==> config.mk <==
export PLATFORM = sky130hd
export DESIGN_NAME = bdpq_front
export DESIGN_NICKNAME = d
export VERILOG_FILES = /design/src/rtl/bdpq_pkg.sv /design/src/rtl/bdpq_front.sv
export SDC_FILE = /design/constraint.sdc
export NUM_CORES = 2
export LEC_CHECK = 0
export ABC_AREA = 1
export BUFFER_PORTS_ARGS = -buffer_cell sky130_fd_sc_hd__buf_2
export CORE_MARGIN = 1
export CORE_UTILIZATION = 45
export CTS_CLUSTER_SIZE = 8
export DETAILED_ROUTE_END_ITERATION = 16
export PLACE_DENSITY = 0.7
export REMOVE_ABC_BUFFERS = 1
export SETUP_SLACK_MARGIN = 0.02
export SLEW_MARGIN = 20
export SYNTH_ARGS = -nofsm -noshare
export SYNTH_HDL_FRONTEND = slang
export SYNTH_SLANG_ARGS = --single-unit
==> constraint.sdc <==
create_clock -name clk -period 7.6 [get_ports clk]
set_input_delay 0.38 -clock clk [delete_from_list [all_inputs] [get_ports clk]]
set_output_delay 0.38 -clock clk [all_outputs]
set_load 0.05 [all_outputs]
==> src/rtl/bdpq_pkg.sv <==
`default_nettype none
// ----------------------------------------------------------------------------
// bdpq_pkg
// Shared types, sizes and the palette table for the box downscale and
// palette quantizer.
// ----------------------------------------------------------------------------
package bdpq_pkg;

  localparam int MAX_GRID  = 64;
  localparam int MAX_BLOCK = 64;
  localparam int MAX_IMAGE = 4096;

  localparam int IMG_W    = 13;   // image size register width
  localparam int SIZE_W   = 7;    // grid and block size register width
  localparam int POS_W    = 12;   // pixel column and row counters
  localparam int SUB_W    = 6;    // position inside a tile
  localparam int ADDR_W   = 6;    // tile column address of the sum store
  localparam int SUM_W    = 20;
  localparam int AREA_W   = 13;
  localparam int QDEPTH   = 4;
  localparam int QPTR_W   = 2;
  localparam int QCNT_W   = 3;
  localparam int PAL_SIZE = 17;
  localparam int PAL_W    = 5;
  localparam int DIST_W   = 18;

  // Configuration register indexes.
  typedef enum logic [2:0] {
    CFG_IMAGE_WIDTH  = 3'd0,
    CFG_IMAGE_HEIGHT = 3'd1,
    CFG_GRID_WIDTH   = 3'd2,
    CFG_GRID_HEIGHT  = 3'd3,
    CFG_BLOCK_WIDTH  = 3'd4,
    CFG_BLOCK_HEIGHT = 3'd5
  } cfg_reg_t;

  typedef struct packed {
    logic [7:0] red;
    logic [7:0] green;
    logic [7:0] blue;
  } pixel_t;

  typedef struct packed {
    logic [5:0] cell_row;
    logic [5:0] cell_col;
    logic [6:0] color_id;
    logic       last_cell;
  } cell_t;

  // Effective (clamped) configuration.
  typedef struct packed {
    logic [IMG_W-1:0]  image_width;
    logic [IMG_W-1:0]  image_height;
    logic [SIZE_W-1:0] grid_width;
    logic [SIZE_W-1:0] grid_height;
    logic [SIZE_W-1:0] block_width;
    logic [SIZE_W-1:0] block_height;
  } cfg_t;

  // A finished tile on its way from the front to the back.
  typedef struct packed {
    logic [SUM_W-1:0] red_sum;
    logic [SUM_W-1:0] green_sum;
    logic [SUM_W-1:0] blue_sum;
    logic [5:0]       row;
    logic [5:0]       col;
    logic             last;
  } tile_t;

  typedef enum logic [1:0] {
    BK_IDLE,
    BK_DIV,
    BK_MATCH,
    BK_OUT
  } back_state_t;

  // Palette colors in matching order, packed as red, green, blue.
  function automatic logic [23:0] pal_rgb(input logic [PAL_W-1:0] k);
    logic [23:0] c;
    unique case (k)
      5'd0:    c = {8'd255, 8'd255, 8'd255};
      5'd1:    c = {8'd0,   8'd0,   8'd0};
      5'd2:    c = {8'd0,   8'd0,   8'd255};
      5'd3:    c = {8'd0,   8'd128, 8'd0};
      5'd4:    c = {8'd128, 8'd0,   8'd0};
      5'd5:    c = {8'd255, 8'd20,  8'd147};
      5'd6:    c = {8'd139, 8'd69,  8'd19};
      5'd7:    c = {8'd255, 8'd215, 8'd0};
      5'd8:    c = {8'd75,  8'd0,   8'd130};
      5'd9:    c = {8'd220, 8'd220, 8'd220};
      5'd10:   c = {8'd0,   8'd255, 8'd255};
      5'd11:   c = {8'd0,   8'd255, 8'd127};
      5'd12:   c = {8'd255, 8'd0,   8'd0};
      5'd13:   c = {8'd255, 8'd0,   8'd255};
      5'd14:   c = {8'd255, 8'd165, 8'd0};
      5'd15:   c = {8'd255, 8'd250, 8'd205};
      5'd16:   c = {8'd147, 8'd112, 8'd219};
      default: c = 24'd0;
    endcase
    return c;
  endfunction

  // Palette ids in matching order.
  function automatic logic [6:0] pal_code(input logic [PAL_W-1:0] k);
    logic [6:0] id;
    unique case (k)
      5'd0:    id = 7'd0;
      5'd1:    id = 7'd101;
      5'd2:    id = 7'd102;
      5'd3:    id = 7'd103;
      5'd4:    id = 7'd104;
      5'd5:    id = 7'd105;
      5'd6:    id = 7'd106;
      5'd7:    id = 7'd107;
      5'd8:    id = 7'd108;
      5'd9:    id = 7'd1;
      5'd10:   id = 7'd2;
      5'd11:   id = 7'd3;
      5'd12:   id = 7'd4;
      5'd13:   id = 7'd5;
      5'd14:   id = 7'd6;
      5'd15:   id = 7'd7;
      5'd16:   id = 7'd8;
      default: id = 7'd0;
    endcase
    return id;
  endfunction

endpackage
`default_nettype wire

==> src/rtl/bdpq_front.sv <==
`default_nettype none
// ----------------------------------------------------------------------------
// bdpq_front
// Takes pixels, tracks raster and tile position, accumulates tile sums in a
// per-column store and hands finished tiles to the queue.
// ----------------------------------------------------------------------------
module bdpq_front import bdpq_pkg::*; (
  input  logic              clk,
  input  logic              rst,
  input  cfg_t              cfg,
  input  logic              cfg_write,
  input  logic              pixel_valid,
  output logic              pixel_stall,
  input  pixel_t            pixel,
  input  logic [QCNT_W-1:0] q_level,
  output logic              push,
  output tile_t             push_data
);

  // Raster and tile position.
  logic [POS_W-1:0] col, row, tc, tr;
  logic [SUB_W-1:0] cx, ry;

  // Position recompute after a configuration write.
  logic             sync_busy;
  logic [3:0]       sync_cnt;
  logic [POS_W-1:0] num_c, num_r, quot_c, quot_r;
  logic [SUB_W-1:0] rem_c, rem_r;
  logic [SUB_W:0]   rs_c, rs_r;
  logic             ge_c, ge_r;
  logic [SUB_W:0]   rn_c, rn_r;

  // Sum store and its second stage.
  logic [3*SUM_W-1:0] sums_mem [MAX_GRID];
  logic [MAX_GRID-1:0] vbits;
  logic [3*SUM_W-1:0] rd_data, fwd_data, b_base, b_sum, b_wdata;
  logic               rd_vld, fwd_hit;
  logic               b_valid, b_finish, b_last;
  logic [ADDR_W-1:0]  b_addr;
  logic [5:0]         b_row;
  pixel_t             b_pix;

  logic accept, col_wrap, row_wrap, cx_last, ry_last, in_grid, finish, last;
  logic [ADDR_W-1:0] addr;

  // A configuration write takes its edge alone, so no pixel is taken with it.
  assign accept      = pixel_valid && !pixel_stall;
  assign pixel_stall = cfg_write || sync_busy || (q_level >= QCNT_W'(QDEPTH - 1));
  assign addr        = tc[ADDR_W-1:0];

  // Position decode for the current pixel.
  always_comb begin
    col_wrap = ({1'b0, col} + 13'd1) >= cfg.image_width;
    row_wrap = ({1'b0, row} + 13'd1) >= cfg.image_height;
    cx_last  = ({1'b0, cx} + 7'd1) == cfg.block_width;
    ry_last  = ({1'b0, ry} + 7'd1) == cfg.block_height;
    in_grid  = (tc < {5'd0, cfg.grid_width}) && (tr < {5'd0, cfg.grid_height});
    finish   = in_grid && cx_last && ry_last;
    last     = (tc == {5'd0, cfg.grid_width - 7'd1}) &&
               (tr == {5'd0, cfg.grid_height - 7'd1});
  end

  // One restoring division step for column and row over the block size.
  always_comb begin
    rs_c = {rem_c, num_c[POS_W-1]};
    rs_r = {rem_r, num_r[POS_W-1]};
    ge_c = rs_c >= cfg.block_width;
    ge_r = rs_r >= cfg.block_height;
    rn_c = ge_c ? rs_c - cfg.block_width : rs_c;
    rn_r = ge_r ? rs_r - cfg.block_height : rs_r;
  end

  // Position counters and recompute sequence.
  always_ff @(posedge clk) begin
    if (rst) begin
      col       <= '0;
      row       <= '0;
      tc        <= '0;
      tr        <= '0;
      cx        <= '0;
      ry        <= '0;
      sync_busy <= 1'b0;
      sync_cnt  <= '0;
    end else if (cfg_write) begin
      sync_busy <= 1'b1;
      sync_cnt  <= '0;
      num_c     <= col;
      num_r     <= row;
      rem_c     <= '0;
      rem_r     <= '0;
      quot_c    <= '0;
      quot_r    <= '0;
    end else if (sync_busy) begin
      num_c  <= {num_c[POS_W-2:0], 1'b0};
      num_r  <= {num_r[POS_W-2:0], 1'b0};
      rem_c  <= rn_c[SUB_W-1:0];
      rem_r  <= rn_r[SUB_W-1:0];
      quot_c <= {quot_c[POS_W-2:0], ge_c};
      quot_r <= {quot_r[POS_W-2:0], ge_r};
      sync_cnt <= sync_cnt + 4'd1;
      if (sync_cnt == 4'(POS_W - 1)) begin
        sync_busy <= 1'b0;
        cx <= rn_c[SUB_W-1:0];
        ry <= rn_r[SUB_W-1:0];
        tc <= {quot_c[POS_W-2:0], ge_c};
        tr <= {quot_r[POS_W-2:0], ge_r};
      end
    end else if (accept) begin
      if (col_wrap) begin
        col <= '0;
        cx  <= '0;
        tc  <= '0;
        if (row_wrap) begin
          row <= '0;
          ry  <= '0;
          tr  <= '0;
        end else begin
          row <= row + 12'd1;
          if (ry_last) begin
            ry <= '0;
            tr <= tr + 12'd1;
          end else begin
            ry <= ry + 6'd1;
          end
        end
      end else begin
        col <= col + 12'd1;
        if (cx_last) begin
          cx <= '0;
          tc <= tc + 12'd1;
        end else begin
          cx <= cx + 6'd1;
        end
      end
    end
  end

  // Sum store: read at acceptance, written back in the following cycle.
  always_ff @(posedge clk) begin
    if (b_valid) begin
      sums_mem[b_addr] <= b_wdata;
    end
    if (accept) begin
      rd_data <= sums_mem[addr];
    end
  end

  // Second stage control, entry valid bits and same-edge forwarding.
  always_ff @(posedge clk) begin
    if (rst) begin
      vbits   <= '0;
      b_valid <= 1'b0;
      fwd_hit <= 1'b0;
    end else begin
      if (b_valid) begin
        vbits[b_addr] <= 1'b1;
      end
      b_valid <= accept && in_grid;
      fwd_hit <= b_valid && (b_addr == addr);
    end
  end

  // Second stage payload.
  always_ff @(posedge clk) begin
    if (accept) begin
      rd_vld   <= vbits[addr];
      fwd_data <= b_wdata;
      b_pix    <= pixel;
      b_addr   <= addr;
      b_row    <= tr[5:0];
      b_finish <= finish;
      b_last   <= last;
    end
  end

  // Add the pixel to its tile sums; a finished tile restarts at zero.
  always_comb begin
    b_base = fwd_hit ? fwd_data : (rd_vld ? rd_data : '0);
    b_sum  = {b_base[3*SUM_W-1:2*SUM_W] + {12'd0, b_pix.red},
              b_base[2*SUM_W-1:SUM_W]   + {12'd0, b_pix.green},
              b_base[SUM_W-1:0]         + {12'd0, b_pix.blue}};
    b_wdata = b_finish ? '0 : b_sum;
    push    = b_valid && b_finish;
    push_data.red_sum   = b_sum[3*SUM_W-1:2*SUM_W];
    push_data.green_sum = b_sum[2*SUM_W-1:SUM_W];
    push_data.blue_sum  = b_sum[SUM_W-1:0];
    push_data.row       = b_row;
    push_data.col       = b_addr;
    push_data.last      = b_last;
  end

endmodule
`default_nettype wire

* After elaboration in Yosys (flattened, before gate mapping) *
Memory sizes are Yosys's and may differ from the RTL's. A register that Yosys moved wholly into a read port is not among the register bits.
Index checks and enable logic that the tools add are counted.

storage, ports and cells
  register bits = 288
  output and inout bits = 75
  memory bits (writable) = 3,840
  logic and storage cells = 137
  bits of input ports = 85
  memories kept = 1

memories
  memory    depth  bits a word  rd ports  clocked after Yosys merged registers in  write ports  RTL line          text
  sums_mem  64     60           1         1                                        1            bdpq_front.sv:34  logic [3*SUM_W-1:0] sums_mem [MAX_GRID];

cells by class
  reduce and logical (&&, ||, !) cells = 25
  $add $sub $neg = 18
  magnitude comparators = 10
  equality and inequality tests = 7
  multiplexer cells = 46
  bitwise logic cells = 4

operators by type and width
  cell                                                                   count
  12-bit two-way mux                                                     17
  60-bit two-way mux                                                     3
  6-bit two-way mux                                                      15
  64-bit bitwise OR                                                      1
  20-bit by 8-bit adder with 20-bit output                               3
  12-bit by 1-bit adder with 12-bit output (second input constant)       4
  12-bit by 1-bit adder with 13-bit output (second input constant)       2
  13-bit >= comparator                                                   2
  12-bit by 7-bit == test with 1-bit output                              2
  12-bit by 7-bit < comparator with 1-bit output                         2
  11-bit two-way mux                                                     2
  6-bit by 1-bit adder with 7-bit output (second input constant)         2
  7-bit == test                                                          2
  7-bit >= comparator                                                    2
  6-bit by 7-bit < comparator with 1-bit output (second input constant)  2
  7-bit by 1-bit subtractor with 7-bit output (second input constant)    2
  6-bit by 1-bit adder with 6-bit output (second input constant)         2
  4-bit AND reduction                                                    3
  6-bit subtractor                                                       2
  1-bit logical AND                                                      9
  1-bit two-way mux                                                      7
  1-bit binary-select mux with 6-bit select                              1
  1-bit demux with 6-bit select                                          1
  6-bit == test                                                          1
  14 further kinds                                                       21

* Depth between registers and ports, before layout *
  depth after elaboration = 7
  depth in mapped cells = 21
  mapped depth without buffers = 20

* Least setup slack after synthesis *
No wires, ideal clock.

  path type = input to register
  from = in cfg_write
  to = reg col[9]
  stages on the path = 8
  required time = 7.462 ns
  buffers on the path = 1
  arrival time = 5.943 ns
  setup slack = 1.519 ns
  setup time = 0.138 ns
  cell sequence = inv_2 > nand2_1 > nor3_2 > nand2_1 > inv_2 > clkbuf_1 > o21ai_0 > a21oi_1

between the ends
  word-level cells in the longest chain between the ends = 5
  elaborated cells on any way between the ends = 6
  those cells by class = 1 x bitwise; 5 x reduce/logical

ends and longest elaborated chain
  element                               RTL line           text
  from (decl)                           bdpq_front.sv:11   input logic cfg_write,
  1-bit logical OR (2 in series)        bdpq_front.sv:48   assign pixel_stall = cfg_write || sync_busy || (q_level >= QCNT_W'(QDEPTH - 1));
  1-bit zero test                       bdpq_front.sv:47   assign accept = pixel_valid && !pixel_stall;
  1-bit logical AND                     bdpq_front.sv:47
  net accept                            bdpq_front.sv:43   logic accept, col_wrap, row_wrap, cx_last, ry_last, in_grid, finish, last;
  3-bit AND reduction (no source line)  n/a
  to (signal assigned)                  bdpq_front.sv:127  col <= col + 12'd1;
  to (decl)                             bdpq_front.sv:21   logic [POS_W-1:0] col, row, tc, tr;

The timed path passes the listed nets, and every way through them passes these cells.
A chain may end at the register's enable or synchronous reset.

==> out/summary.txt <==
Vias/cell: 6.251
Yosys cell types: 50
Max Cap Viol: 0
Reg2reg path depth: 17
Layout area overhead: 14.52%
Register-to-register setup slack: 1.82 ns
Clk sinks: 4,188
Status: complete, no violations
RSZ-0062 raised after global routing: no
Hold path depth: 5
Yosys top cell by area: edfxtp_1
Layout cells sized above 1: 8.931%
CP Class: flip-flop to output port
Post-synth EDFFs: 4,057
Hpwl dp: 270,800 um
Die Wd: 615.3 um
Clock-pin slew on the worst setup and hold paths: 0.05 ns
Final hold vios: 0
Postcts setup bufs: 0
Area of the die: 0.3786 mm2
Post-CTS sizing: 0
Sequential share of the synthesized area: 73.52%
Worst-skew pair later-pin latency: 1.05 ns
Clock tree root driver cell: clkbuf_16
Max-Slew Margin vs Limit: 14.11%
FMAX: 149.0 MHz
Most common cell in the netlist: edfxtp_1
Largest net degree at the start of global routing: 188
Die Ht: 615.3 um
Cell Area, Synth: 0.1693 mm2
Nets: 14,187
Slew Viols, Final: 0
Synth top area share: 71.97%
Antenna-violating nets left: 0
Final WL: 555,300 um
Worst Path Required: 7.22 ns
Global Route Usage Sum: 28.28%
CTS H-tree lvls: 6
CTS tree: done
Synth warn: 0
Place WS: 1.774 ns
First-pass GRT wire length: 780,000 um
Area contributors post-synth: edfxtp_1 (72%), o21ai_0 (6.0%), nor2_1 (5.3%)
Io pins: 160
Row count: 224
Worst Path Max Fanout: 34
GP Congestion: 0.8560
Vias: 119,661
Fin crit period: 6.711 ns
Seq cells post-synth: 4,188
Reg-to-reg endpoint: sums_mem[62][14]
Leakage: 67.11 nW
DRT iter0 DRCs: 18,925
Post-layout util: 51.92%
Commonest cells post-synth: edfxtp_1 (4,057), nor2_1 (2,396), o21ai_0 (2,040)
Vias in the first global route: 111,523
Hold slack: 0.04225 ns
CP Data Arrival Time: 6.33 ns
Core area: 0.3733 mm2
Congestion Overflow GR: 0
R2r startpoint: fwd_hit
Avg WL per Cell: 29.01 um
Crit share post-route: 88.30%
Max IR drop VDD: 0.2294 mV
Pwr Density: 266.0 mW/mm2
Starting density of the core: 45.34%
Post-Synthesis Cells: 13,849
HP Start: cfg[1]
Clk_skew: 0.08595 ns
Avg Cell Area, Syn: 12.22 um2
Hold endpoint: rem_r[1]
Worst Setup Start Kind: flip-flop
Placed instance area: 0.1763 mm2
Slack of the critical path: 0.8894 ns
Crit. End Element: output port
Initial antenna violation count: 35
Async SR Flop Fraction: 0%
Type of the worst min-delay path: input port to flip-flop
Final setup violation count: 0
Drt drc: 0
Clock buffer count from CTS: 594
Worst-Margin Slew: 1.288 ns
Final Total Pwr: 0.05156 W
Initial DRT Pass Iterations: 9
Number of I/O port buffers: 159
Post-route cell area: 0.1938 mm2
CTS Buffer Depth: 4
Synth Flop Type: edfxtp_1
where the power goes:
group | switching (W) | leakage (nW) | internal [W]
registers | 0.0000514 | 38.3 | 0.0253
logic | 0.00169 | 20.8 | 0.000618
clock network | 0.00969 | 7.98 | 0.0142
total | 0.0114 | 67.1 | 0.0401
final cells by class:
cell class	instances	area (um2)
diodes	28	70.07
clock buffers	672	15260
clock inverters	56	1250
fillers	30444	179500
inverters	343	1343
multi-input cells	8397	40660
flip-flops and latches	4188	124500
well taps	4972	6221
repair buffers	486	4562
flip-flops by register name (all words and copies together) (netlist names), 11 cells and up:
register and flops:
b_pix 24, col 12, fwd_data 60, num_c 12, num_r 12, quot_c 11
quot_r 11, rd_data 60, row 12, sums_mem 3840, tc 12, tr 12
vbits 64
worst max-delay path by stage:
stage / cells after the start / to / slack, ns / startpoint
2_1_floorplan: 9 / rd_vld / -137.11 / tc[0]
3_3_place_gp: 16 / sums_mem[52][14] / 1.82 / fwd_hit
3_5_place_dp: 16 / sums_mem[48][14] / 1.77 / fwd_hit
4_1_cts: 17 / push_data[27] / 0.95 / fwd_hit
5_1_grt: 17 / push_data[27] / 0.74 / fwd_hit
6_report: 17 / push_data[27] / 0.89 / fwd_hit
layer usage:
metal,up-vias,global-route usage [%],wire (um)
met5,-,0,132
met4,20,17.02,37870
met3,1768,6.700,79150
met2,9222,42.91,243700
met1,58258,37.09,194400
li1,50393,-,-
worst max-delay path: stages, from the launching register on:
cell and delay, ns:
dfxtp_4 0.53, nor2_4 0.53, buf_4 0.55, a22o_1 0.21
ha_1 0.17, inv_1 0.06, fa_1 0.42, nor2_1 0.28
o21ai_0 0.13, nand2_1 0.13, nand2_1 0.07, nand2_1 0.17
nand3_1 0.50, inv_1 0.30, nand2_1 0.11, xor2_1 0.75
inv_1 0.08, buf_2 0.24
layout by cell type (no fill, tap or decap), types with 31 or more instances in the layout:
master and n:
edfxtp_1 4057, nor2_1 2286, o21ai_0 2040, nand2_1 1660, o22ai_1 976, nand3_1 791, clkbuf_16 599, inv_1 332
buf_4 206, buf_2 159, dfxtp_1 124, nor2_4 111, a21oi_1 97, ha_1 87, xor2_1 81, buf_12 74
clkbuf_1 73, nor3_1 36, and2_1 31, dlygate4sd3_1 31
through the flow:
step           cells  setup TNS [ns]
3_3_place_gp   18317               0
4_1_cts        19084               0
5_1_grt        19133               0
3_5_place_dp   18325               0
6_report       19142               0
2_1_floorplan  12928        -9892.92
repair_timing:
action                                  4_1_cts  5_1_grt
hold buffers                                 31        0
endpoints found under the setup margin        0        0
endpoints found under the hold margin        54        0
cells by family (layout without fill, tap and decap cells):
| group | count (synthesis) | count (layout) | synth area share, % |
|---|---|---|---|
| other cells | 0 | 28 | 0 |
| fa+ha+maj | 92 | 92 | 0.7022 |
| buf+inv | 1264 | 1557 | 3.023 |
| flops | 4188 | 4188 | 73.52 |
| xor+xnor | 100 | 100 | 0.5174 |
| compound gates | 3234 | 3234 | 10.44 |
| simple gates | 4971 | 4971 | 11.79 |
Power figures use the tool's default switching activity.
