**config.mk**
```make
export PLATFORM = sky130hd
export DESIGN_NAME = bdpq_queue
export DESIGN_NICKNAME = d
export VERILOG_FILES = /design/src/rtl/bdpq_pkg.sv /design/src/rtl/bdpq_queue.sv
export SDC_FILE = /design/constraint.sdc
export NUM_CORES = 1
export LEC_CHECK = 0
export ABC_AREA = 1
export BUFFER_PORTS_ARGS = -buffer_cell sky130_fd_sc_hd__buf_2
export CAP_MARGIN = 40
export CORE_MARGIN = 2
export CORE_UTILIZATION = 50
export CTS_CLUSTER_SIZE = 28
export DETAILED_ROUTE_END_ITERATION = 16
export HOLD_SLACK_MARGIN = 0.02
export PLACE_DENSITY = 0.73
export SLEW_MARGIN = 5
export SYNTH_ARGS = -nofsm -noshare
export SYNTH_HDL_FRONTEND = slang
export SYNTH_SLANG_ARGS = --single-unit
```
**constraint.sdc**
```tcl
create_clock -name clk -period 2.2 [get_ports clk]
set_input_delay 0 -clock clk [delete_from_list [all_inputs] [get_ports clk]]
set_output_delay 0 -clock clk [all_outputs]
set_load 0.01 [all_outputs]
```
**src/rtl/bdpq_pkg.sv**
```systemverilog
`default_nettype none
// ----------------------------------------------------------------------------
// bdpq_pkg
// Shared types, sizes and the palette table for the box downscale and
// palette quantizer.
// ----------------------------------------------------------------------------
package bdpq_pkg;

  localparam int MAX_GRID  = 64;
  localparam int MAX_BLOCK = 64;
  localparam int MAX_IMAGE = 4096;

  localparam int IMG_W    = 13;   // image size register width
  localparam int SIZE_W   = 7;    // grid and block size register width
  localparam int POS_W    = 12;   // pixel column and row counters
  localparam int SUB_W    = 6;    // position inside a tile
  localparam int ADDR_W   = 6;    // tile column address of the sum store
  localparam int SUM_W    = 20;
  localparam int AREA_W   = 13;
  localparam int QDEPTH   = 4;
  localparam int QPTR_W   = 2;
  localparam int QCNT_W   = 3;
  localparam int PAL_SIZE = 17;
  localparam int PAL_W    = 5;
  localparam int DIST_W   = 18;

  // Configuration register indexes.
  typedef enum logic [2:0] {
    CFG_IMAGE_WIDTH  = 3'd0,
    CFG_IMAGE_HEIGHT = 3'd1,
    CFG_GRID_WIDTH   = 3'd2,
    CFG_GRID_HEIGHT  = 3'd3,
    CFG_BLOCK_WIDTH  = 3'd4,
    CFG_BLOCK_HEIGHT = 3'd5
  } cfg_reg_t;

  typedef struct packed {
    logic [7:0] red;
    logic [7:0] green;
    logic [7:0] blue;
  } pixel_t;

  typedef struct packed {
    logic [5:0] cell_row;
    logic [5:0] cell_col;
    logic [6:0] color_id;
    logic       last_cell;
  } cell_t;

  // Effective (clamped) configuration.
  typedef struct packed {
    logic [IMG_W-1:0]  image_width;
    logic [IMG_W-1:0]  image_height;
    logic [SIZE_W-1:0] grid_width;
    logic [SIZE_W-1:0] grid_height;
    logic [SIZE_W-1:0] block_width;
    logic [SIZE_W-1:0] block_height;
  } cfg_t;

  // A finished tile on its way from the front to the back.
  typedef struct packed {
    logic [SUM_W-1:0] red_sum;
    logic [SUM_W-1:0] green_sum;
    logic [SUM_W-1:0] blue_sum;
    logic [5:0]       row;
    logic [5:0]       col;
    logic             last;
  } tile_t;

  typedef enum logic [1:0] {
    BK_IDLE,
    BK_DIV,
    BK_MATCH,
    BK_OUT
  } back_state_t;

  // Palette colors in matching order, packed as red, green, blue.
  function automatic logic [23:0] pal_rgb(input logic [PAL_W-1:0] k);
    logic [23:0] c;
    unique case (k)
      5'd0:    c = {8'd255, 8'd255, 8'd255};
      5'd1:    c = {8'd0,   8'd0,   8'd0};
      5'd2:    c = {8'd0,   8'd0,   8'd255};
      5'd3:    c = {8'd0,   8'd128, 8'd0};
      5'd4:    c = {8'd128, 8'd0,   8'd0};
      5'd5:    c = {8'd255, 8'd20,  8'd147};
      5'd6:    c = {8'd139, 8'd69,  8'd19};
      5'd7:    c = {8'd255, 8'd215, 8'd0};
      5'd8:    c = {8'd75,  8'd0,   8'd130};
      5'd9:    c = {8'd220, 8'd220, 8'd220};
      5'd10:   c = {8'd0,   8'd255, 8'd255};
      5'd11:   c = {8'd0,   8'd255, 8'd127};
      5'd12:   c = {8'd255, 8'd0,   8'd0};
      5'd13:   c = {8'd255, 8'd0,   8'd255};
      5'd14:   c = {8'd255, 8'd165, 8'd0};
      5'd15:   c = {8'd255, 8'd250, 8'd205};
      5'd16:   c = {8'd147, 8'd112, 8'd219};
      default: c = 24'd0;
    endcase
    return c;
  endfunction

  // Palette ids in matching order.
  function automatic logic [6:0] pal_code(input logic [PAL_W-1:0] k);
    logic [6:0] id;
    unique case (k)
      5'd0:    id = 7'd0;
      5'd1:    id = 7'd101;
      5'd2:    id = 7'd102;
      5'd3:    id = 7'd103;
      5'd4:    id = 7'd104;
      5'd5:    id = 7'd105;
      5'd6:    id = 7'd106;
      5'd7:    id = 7'd107;
      5'd8:    id = 7'd108;
      5'd9:    id = 7'd1;
      5'd10:   id = 7'd2;
      5'd11:   id = 7'd3;
      5'd12:   id = 7'd4;
      5'd13:   id = 7'd5;
      5'd14:   id = 7'd6;
      5'd15:   id = 7'd7;
      5'd16:   id = 7'd8;
      default: id = 7'd0;
    endcase
    return id;
  endfunction

endpackage
`default_nettype wire

```
**src/rtl/bdpq_queue.sv**
```systemverilog
`default_nettype none
// ----------------------------------------------------------------------------
// bdpq_queue
// Short queue of finished tiles between the front and the back.
// ----------------------------------------------------------------------------
module bdpq_queue import bdpq_pkg::*; (
  input  logic              clk,
  input  logic              rst,
  input  logic              push,
  input  tile_t             push_data,
  input  logic              pop,
  output logic              not_empty,
  output tile_t             head,
  output logic [QCNT_W-1:0] level
);

  tile_t             entries [QDEPTH];
  logic [QPTR_W-1:0] wr_ptr, rd_ptr;

  assign not_empty = level != '0;
  assign head      = entries[rd_ptr];

  // Pointers and fill level.
  always_ff @(posedge clk) begin
    if (rst) begin
      wr_ptr <= '0;
      rd_ptr <= '0;
      level  <= '0;
    end else begin
      if (push) begin
        wr_ptr <= wr_ptr + QPTR_W'(1);
      end
      if (pop) begin
        rd_ptr <= rd_ptr + QPTR_W'(1);
      end
      level <= level + QCNT_W'(push) - QCNT_W'(pop);
    end
  end

  // Entry storage.
  always_ff @(posedge clk) begin
    if (push) begin
      entries[wr_ptr] <= push_data;
    end
  end

endmodule
`default_nettype wire

```
Word level (Yosys, flattened, before mapping). Memory sizes are Yosys's and may differ from the RTL's. A register that Yosys moved wholly into a read port is not among the register bits. Cells that the tools add are included.

Memories kept: 1. Memory bits (writable): 292. Register bits after elaboration: 7.

Memories: entries (words 4, bits a word 73, rd ports 1, clocked after Yosys merged registers in 1, write ports 1, line bdpq_queue.sv:17) `tile_t entries [QDEPTH];`.

Multiplexer cells: 4. Add/sub/neg operators: 4. Reduce and logical (&&, ||, !) cells: 1.

Operator list (count): 2-bit by 1-bit adder with 2-bit output, second input constant (2); 2-bit 2-to-1 mux (2); 3-bit by 1-bit adder with 3-bit output (1); 3-bit nonzero test (1); 3-bit by 1-bit subtractor with 3-bit output (1); 1-bit 2-to-1 mux (2).

Longest topological paths before layout. Gate-level depths: netlist (run 1).

Depth after elaboration: 3. Depth in mapped cells: 8.

Least setup slack after synthesis (run 1). OpenSTA, ideal clock, no wires.

Path type: register to register. From: register wr_ptr[0]. To: memory entries[2][0] (netlist bit) (enable). Data arrival time: 2.004 ns. Setup slack: -0.231 ns. Period minus slack after synthesis: 2.431 ns. Library setup time: 0.427 ns. Stages on the path, launching flop included: 5. Path through: dfxtp_1 -> inv_1 -> ha_1 -> nand2_1 -> inv_1.

RTL lines: start: declaration (line bdpq_queue.sv:18) `logic [QPTR_W-1:0] wr_ptr, rd_ptr;`; start signal: assignment (line bdpq_queue.sv:31) `wr_ptr <= wr_ptr + QPTR_W'(1);`; end: declaration (line bdpq_queue.sv:17).

No word-level cell before the write port.

==> results of run 1 <==
==> placed cells by master, fill, tap and decap left out, types with 6 or more instances in the layout <==
cell / netlist / final
sky130_fd_sc_hd__nand2_1: 154 / 154
sky130_fd_sc_hd__ha_1: 6 / 6
sky130_fd_sc_hd__o21ai_1: 31 / 31
sky130_fd_sc_hd__inv_1: 162 / 158
sky130_fd_sc_hd__o21ai_0: 46 / 46
sky130_fd_sc_hd__o211ai_1: 73 / 73
sky130_fd_sc_hd__dlygate4sd3_1: 0 / 77
sky130_fd_sc_hd__buf_12: 0 / 11
sky130_fd_sc_hd__clkbuf_1: 1 / 8
sky130_fd_sc_hd__a21oi_1: 79 / 79
sky130_fd_sc_hd__clkbuf_16: 0 / 31
sky130_fd_sc_hd__dfxtp_1: 9 / 7
sky130_fd_sc_hd__edfxtp_1: 292 / 292
sky130_fd_sc_hd__buf_2: 32 / 153
sky130_fd_sc_hd__clkinvlp_4: 0 / 10
==> layout make-up <==
type / count / area (sq um)
Sequential cell: 301 / 8960
Fill cell: 1748 / 8690
Multi-Input combinational cell: 395 / 2020
Timing Repair Buffer: 246 / 1810
Clock buffer: 39 / 806
Inverter: 162 / 623
Tap cell: 319 / 399
Clock inverter: 16 / 88.8
==> timing repair <==
item	CTS	global route
endpoints found under the setup margin	0	1
gates resized for setup	0	1
hold endpoints to repair	301	0
hold buffers	77	0
==> per-stage QoR <==
| stage | utilization, % | hold WS, ps | power (W) |
|---|---|---|---|
| after global placement | 55.7 | 201 | 0.00795 |
| after global routing | 62.9 | 196 | 0.0131 |
| after CTS | 62.8 | 174 | 0.0127 |
| after floorplan | - | 71.2 | 0.00745 |
| final | 62.9 | 206 | 0.0125 |
| after detailed placement | 55.7 | 207 | 0.00799 |
==> critical path: cells and delay by family, from the launching register on <==
family / cells / cell delay (ps)
AOI/OAI and AO/OA: 1 / 120
DFF: 1 / 490
buffers and inverters: 2 / 520
and+or+nand+nor: 2 / 230
==> layer usage <==
metal  wire length [um]  vias up  share of wire (%)
met5                  0        -                  0
met4                290        0                1.2
met3               1490       33                6.4
met2              11800      208                 50
met1               9840     3477                 42
li1                   -     3607                  -
==> registers in the layout, indices dropped and copies added (netlist names), named ones only <==
register,count
level,3
rd_ptr,2
wr_ptr,2
entries,292
==> power groups by stage <==
stage,Sequential (W),Combinational [W],Clock (W)
after floorplan,0.00674,0.000707,0
after global placement,0.00674,0.00120,0
after detailed placement,0.00675,0.00124,0
after CTS,0.00663,0.00135,0.00468
after global routing,0.00665,0.00149,0.00494
final,0.00663,0.00134,0.00458
==> synthesized netlist by cell type <==
| library cell | instances |
|---|---|
| sky130_fd_sc_hd__nand3_1 | 2 |
| sky130_fd_sc_hd__ha_1 | 6 |
| sky130_fd_sc_hd__o21ai_0 | 46 |
| sky130_fd_sc_hd__inv_1 | 162 |
| sky130_fd_sc_hd__o21ai_1 | 31 |
| sky130_fd_sc_hd__nand2_1 | 154 |
| sky130_fd_sc_hd__clkbuf_1 | 1 |
| sky130_fd_sc_hd__dfxtp_1 | 9 |
| sky130_fd_sc_hd__fa_1 | 1 |
| sky130_fd_sc_hd__buf_4 | 15 |
| sky130_fd_sc_hd__edfxtp_1 | 292 |
| sky130_fd_sc_hd__nor2_1 | 3 |
| sky130_fd_sc_hd__a21oi_1 | 79 |
| sky130_fd_sc_hd__buf_2 | 32 |
| sky130_fd_sc_hd__o211ai_1 | 73 |
==> final timing paths <==
check | slack [ps] | to | cells past startpoint
setup / recovery | 220 | head[32] | 5
hold / removal | 210 | level[1] | 3
setup reg to reg | 340 | entries[0][12] | 5
hold reg to reg | 450 | flop | 2
==> cell families after synthesis <==
| kind of cell | Yosys count | synth area share (%) |
|---|---|---|
| compound gates | 229 | 11.2 |
| simple gates | 159 | 5.05 |
| buf+inv | 210 | 7.46 |
| flops | 301 | 75.5 |
| fa+ha+maj | 7 | 0.802 |
==> results_dict.tcl, run 1 <==
set metrics [dict create \
    antenna_found_initial 0 \
    antenna_left 0 \
    fp.coreArea_sq_um 23400 \
    yosys.cell_types.count 15 \
    drtPass1Iterations 5 \
    antennaDiodeCount 0 \
    cts_tree "built" \
    floorplan.initialDensity_pct 50.7 \
    power_report.internal_total_w 0.00965 \
    postSynthNetCount 990 \
    max-clock-path-buffers 3 \
    power.share.sequential_pct 52.8 \
    critPathMaxStageDelay_ps 490 \
    globalRouteTotalUtil_pct 18.3 \
    h-tree-depth 1 \
    die_footprint_sq_um 25000 \
    powerDensity_nw_per_um2 853 \
    numPortBuffers 153 \
    grtUsageMet2_pct 32.2 \
    clock-root-buffer "sky130_fd_sc_hd__clkbuf_16" \
    die_h_um 158 \
    maxCapViolations 0 \
    seq_area_frac_synth_pct 75.5 \
    post-route-cell-area_sq_um 14700 \
    timing.final.crit_share_pct 90.1 \
    syn_area_per_cell_sq_um 13.1 \
    met3_usage_pct 4.22 \
    worstPathCellList "buf_16, nand2_1, o211ai_1, nand2_1, buf_2" \
    critical_path.max_fanout 128 \
    crit_required_ps 2200 \
    fp-row-count 56 \
    gp_congestion 0.768 \
    grt_start_max_net_pins 129 \
    clk_pin_slew_worst_paths_ps 60 \
    slew_viol_final 0 \
    first_iter_violations 517 \
    critical-path-slowest-cell "sky130_fd_sc_hd__dfxtp_4" \
    detailroute.via_count 7325 \
    timing.final.crit_period_ps 1980 \
    setup_total_negative_slack_ps 0 \
    p_sw_share_pct 23.1 \
    area_growth_pct 24.1 \
    worstSkewPairLatency_ps 540 \
    cell_repeated_most_along_the_worst_path "sky130_fd_sc_hd__nand2_1" \
    global_route.usage.met1_pct 23.5 \
    synth_area_leader_cell "sky130_fd_sc_hd__edfxtp_1" \
    crit_type "flop to output pin" \
    pwr-share-comb_pct 10.7 \
    finalNetCount 1220 \
    synthTopCellsByArea "sky130_fd_sc_hd__edfxtp_1, sky130_fd_sc_hd__inv_1, sky130_fd_sc_hd__nand2_1, sky130_fd_sc_hd__o211ai_1, sky130_fd_sc_hd__a21oi_1" \
    synth_seq_cells 301 \
    clock_power_share_pct 36.5 \
    numCtsBuffers 30 \
    ys.warnings.count 0 \
    io-pin-count 154 \
    post-route-drc-count 0 \
    run_status "completed" \
    max_slew_margin_pct 64.0 \
    grt_busiest_layer "met2" \
    cts.sinks 301 \
    worstSetupEndpointType "output pin" \
    placement_stage_worst_setup_slack_ps 326 \
    finalHoldViolations 0 \
    rsz0062_at_grt "false" \
    p_sw_w 0.00290 \
    layout_setup_ws_ps 218 \
    placed_cells_incl_taps 1346 \
    dpl_cell_area_sq_um 13000 \
    layoutNonFillerInstCount 1478 \
    start_kind "flop" \
    final.setup_skew_ps 8.80 \
    cp_data_arrival_time_ps 1980 \
    min-delay-path-class "primary input to flop" \
    drt_wl_total_um 23400 \
    routed_wire_length_per_instance_um 15.8 \
    clock.fmax_mhz 505 \
    half_perimeter_wire_length_of_the_detailed_placement_result_um 14000 \
    grt_remaining_overflow 0 \
    timing.hold.worst.start "rst" \
    yosys.area.top_type_share_pct 74.0 \
    die_width_um 158 \
    viasPerCell 4.96 \
    vdd_ir_drop_max_uv 863 \
    post-cts-setup-buffer-count 0 \
    global_route_wire_length_before_repair_um 35800 \
    setup_viol_count_final 0 \
    first_global_vias 7058 \
    power.leakage_nw 5.73 \
    netlist_instances 906 \
    synthesis.area_sq_um 11900 \
    critical_path.reg2reg.startpoint "wr_ptr[0]" \
    post_route_cells_drive_above_1_share_pct 18.7 \
    timing_worst_slew_pin_value_ps 539 \
]
(Power assumes the default switching activity.)
==> run 2, diff against run 1 <==
ABC_AREA = default   (was 1)
PLACE_DENSITY = 0.74   (was 0.73)
==> results_dict.tcl, run 2 <==
set metrics [dict create \
    die_width_um 153 \
    finalNetCount 764 \
    critical_path.max_fanout 26 \
    max_flop_register "entries" \
    max-clock-path-buffers 3 \
    worstSkewPairLatency_ps 530 \
    cts_tree "built" \
    grt_remaining_overflow 0 \
    grt_start_max_net_pins 74 \
    drt_wl_total_um 19800 \
    critPathMaxStageDelay_ps 600 \
    run_status "completed" \
    largest_reg_flops 292 \
    crit_required_ps 2200 \
    post_route_cells_drive_above_1_share_pct 40.9 \
    gp_congestion 0.721 \
    globalRouteTotalUtil_pct 17.1 \
    detailroute.via_count 5179 \
    first_iter_violations 350 \
    netlist_instances 422 \
    cts.sinks 301 \
    slew_viol_final 0 \
    cp_data_arrival_time_ps 1960 \
    most_frequent_cells_in_the_layout "sky130_fd_sc_hd__edfxtp_1, sky130_fd_sc_hd__buf_2, sky130_fd_sc_hd__dlygate4sd3_1" \
    die_footprint_sq_um 23300 \
    reg.largest.list "entries x292, level x3" \
    numCtsBuffers 29 \
    clock-root-buffer "sky130_fd_sc_hd__clkbuf_16" \
    power.leakage_nw 4.78 \
    yosysMostFrequentCell "sky130_fd_sc_hd__edfxtp_1" \
    drtPass1Iterations 4 \
    setup_total_negative_slack_ps 0 \
    powerDensity_nw_per_um2 913 \
    synth_enable_flop_cells 292 \
    global_route_wire_length_before_repair_um 31300 \
    area_growth_pct 25.9 \
    max_slew_margin_pct 67.3 \
    postLayoutCoreUtil_pct 63.9 \
    placement_stage_worst_setup_slack_ps 503 \
    ys.warnings.count 0 \
    synth_seq_cells 301 \
    fp.coreArea_sq_um 21800 \
    timing.final.crit_period_ps 1960 \
    critical-path-slowest-cell "sky130_fd_sc_hd__mux4_1" \
    yosys.cell_types.count 21 \
    timing_worst_slew_pin_value_ps 490 \
    final.setup_skew_ps 16.6 \
    seq_area_frac_synth_pct 81.0 \
    layout_setup_ws_ps 243 \
    post-cts-setup-buffer-count 0 \
    clock.fmax_mhz 511 \
    worstSetupEndpointType "output pin" \
    start_kind "flop" \
    maxCapViolations 0 \
    routed_wire_length_per_instance_um 20.2 \
    worstPathCellList "buf_12, mux4_1, buf_2" \
    viasPerCell 5.27 \
    min-delay-path-class "primary input to flop" \
    die_h_um 153 \
    synthesis.area_sq_um 11000 \
    antenna_left 0 \
    vdd_ir_drop_max_uv 659 \
    crit_type "flop to output pin" \
    h-tree-depth 1 \
    numPortBuffers 153 \
    dpl_cell_area_sq_um 12200 \
    post_synth_most_frequent_cells "sky130_fd_sc_hd__edfxtp_1, sky130_fd_sc_hd__mux4_2, sky130_fd_sc_hd__dfxtp_1, sky130_fd_sc_hd__buf_12, sky130_fd_sc_hd__buf_2" \
    clk_pin_slew_worst_paths_ps 60 \
    synth_ff_type "sky130_fd_sc_hd__edfxtp_1" \
    layoutNonFillerInstCount 982 \
    first_global_vias 5714 \
    synthTopCellsByArea "sky130_fd_sc_hd__edfxtp_1, sky130_fd_sc_hd__mux4_2, sky130_fd_sc_hd__dfxtp_1, sky130_fd_sc_hd__buf_12, sky130_fd_sc_hd__ha_1" \
    timing.final.crit_share_pct 89.0 \
    ys_async_sr_fraction_pct 0 \
    area.sequential_sq_um 8960 \
    antenna_found_initial 1 \
    post-route-drc-count 0 \
    post-route-cell-area_sq_um 13900 \
    synth_area_leader_cell "sky130_fd_sc_hd__edfxtp_1" \
    postSynthNetCount 506 \
    filler_instances 1461 \
    setup_viol_count_final 0 \
    syn_area_per_cell_sq_um 26.2 \
    rsz0062_at_grt "false" \
    finalHoldViolations 0 \
    floorplan.initialDensity_pct 50.8 \
    fp-row-count 54 \
    placed_cells_incl_taps 853 \
    layout.cells.most_common "sky130_fd_sc_hd__edfxtp_1" \
    yosys.area.top_type_share_pct 79.4 \
    multi_input_area_sq_um 1890 \
    half_perimeter_wire_length_of_the_detailed_placement_result_um 11600 \
    antennaDiodeCount 0 \
    io-pin-count 154 \
]
## run 2: cell types whose count changed in the layout (fill, tap and decap cells not counted), sizes merged, moves of 10 or more
cell / previous run / this run
o21ai: 77 / 0
mux4: 0 / 73
a21oi: 79 / 1
o211ai: 73 / 0
nand2: 154 / 0
inv: 158 / 6
clkinvlp: 10 / 0
## run 2: cell families (layout without fill, tap and decap cells)
family / Yosys count / after routing / synth area share [%]
multiplexers: 74 / 74 / 15.0
AND/OR/NAND/NOR: 13 / 13 / 0.635
buffers and inverters: 22 / 302 / 1.94
XOR/XNOR: 3 / 3 / 0.374
flip-flops: 301 / 301 / 81.0
adder cells (fa/ha/maj): 7 / 7 / 0.861
AO/OA/AOI/OAI: 2 / 2 / 0.136
## run 2: routing by layer
layer / part of all wire, % / track usage (%) / vias up / wire [um]
li1: - / - / 2327 / -
met1: 41 / 22.6 / 2668 / 8100
met2: 52 / 30.0 / 150 / 10200
met3: 5.5 / 3.21 / 32 / 1100
met4: 1.9 / 4.10 / 2 / 378
met5: 0.066 / 0 / - / 13
## run 2: timing repair
item / in CTS / in global routing
hold buffers: 76 / 0
endpoints found under the hold margin: 308 / 0
gates resized for setup: 0 / 0
## run 2: cell type report
type | instances | share of cell area (%)
Sequential cell | 301 | 64.4
Multi-Input combinational cell | 99 | 13.6
Timing Repair Buffer | 243 | 12.7
Clock buffer | 43 | 6.04
Tap cell | 280 | 2.52
Clock inverter | 10 | 0.540
Inverter | 6 | 0.162
## run 2: final timing paths
check                                   start             end  slack (ps)  depth (start not counted)
worst max-delay path                     flop        head[72]         240                          3
worst min-delay path            push_data[44]  entries[2][44]         220                          2
worst max register to register       level[0]        level[2]         510                          7
worst min register to register      rd_ptr[1]            flop         540                          2
## run 2: worst max-delay path: cells and delay by family (launching register included)
kind | cells | cell delay, ps
buffers and inverters | 2 | 410
multiplexers | 1 | 600
flip-flops | 1 | 400
## run 2: power by group
group          switching (W)  total, W  leakage, nW  internal (W)
Sequential         0.0000899   0.00668         2.76       0.00659
Combinational       0.000652   0.00135         1.57      0.000699
Clock                0.00192   0.00467        0.452       0.00274
Total                0.00266    0.0127         4.78        0.0100
## run 2: per-stage QoR
stage	hold WS, ps	power (W)
floorplan	71.6	0.00755
global placement	210	0.00802
detailed placement	218	0.00807
CTS	190	0.0129
global route	214	0.0132
finish	217	0.0127
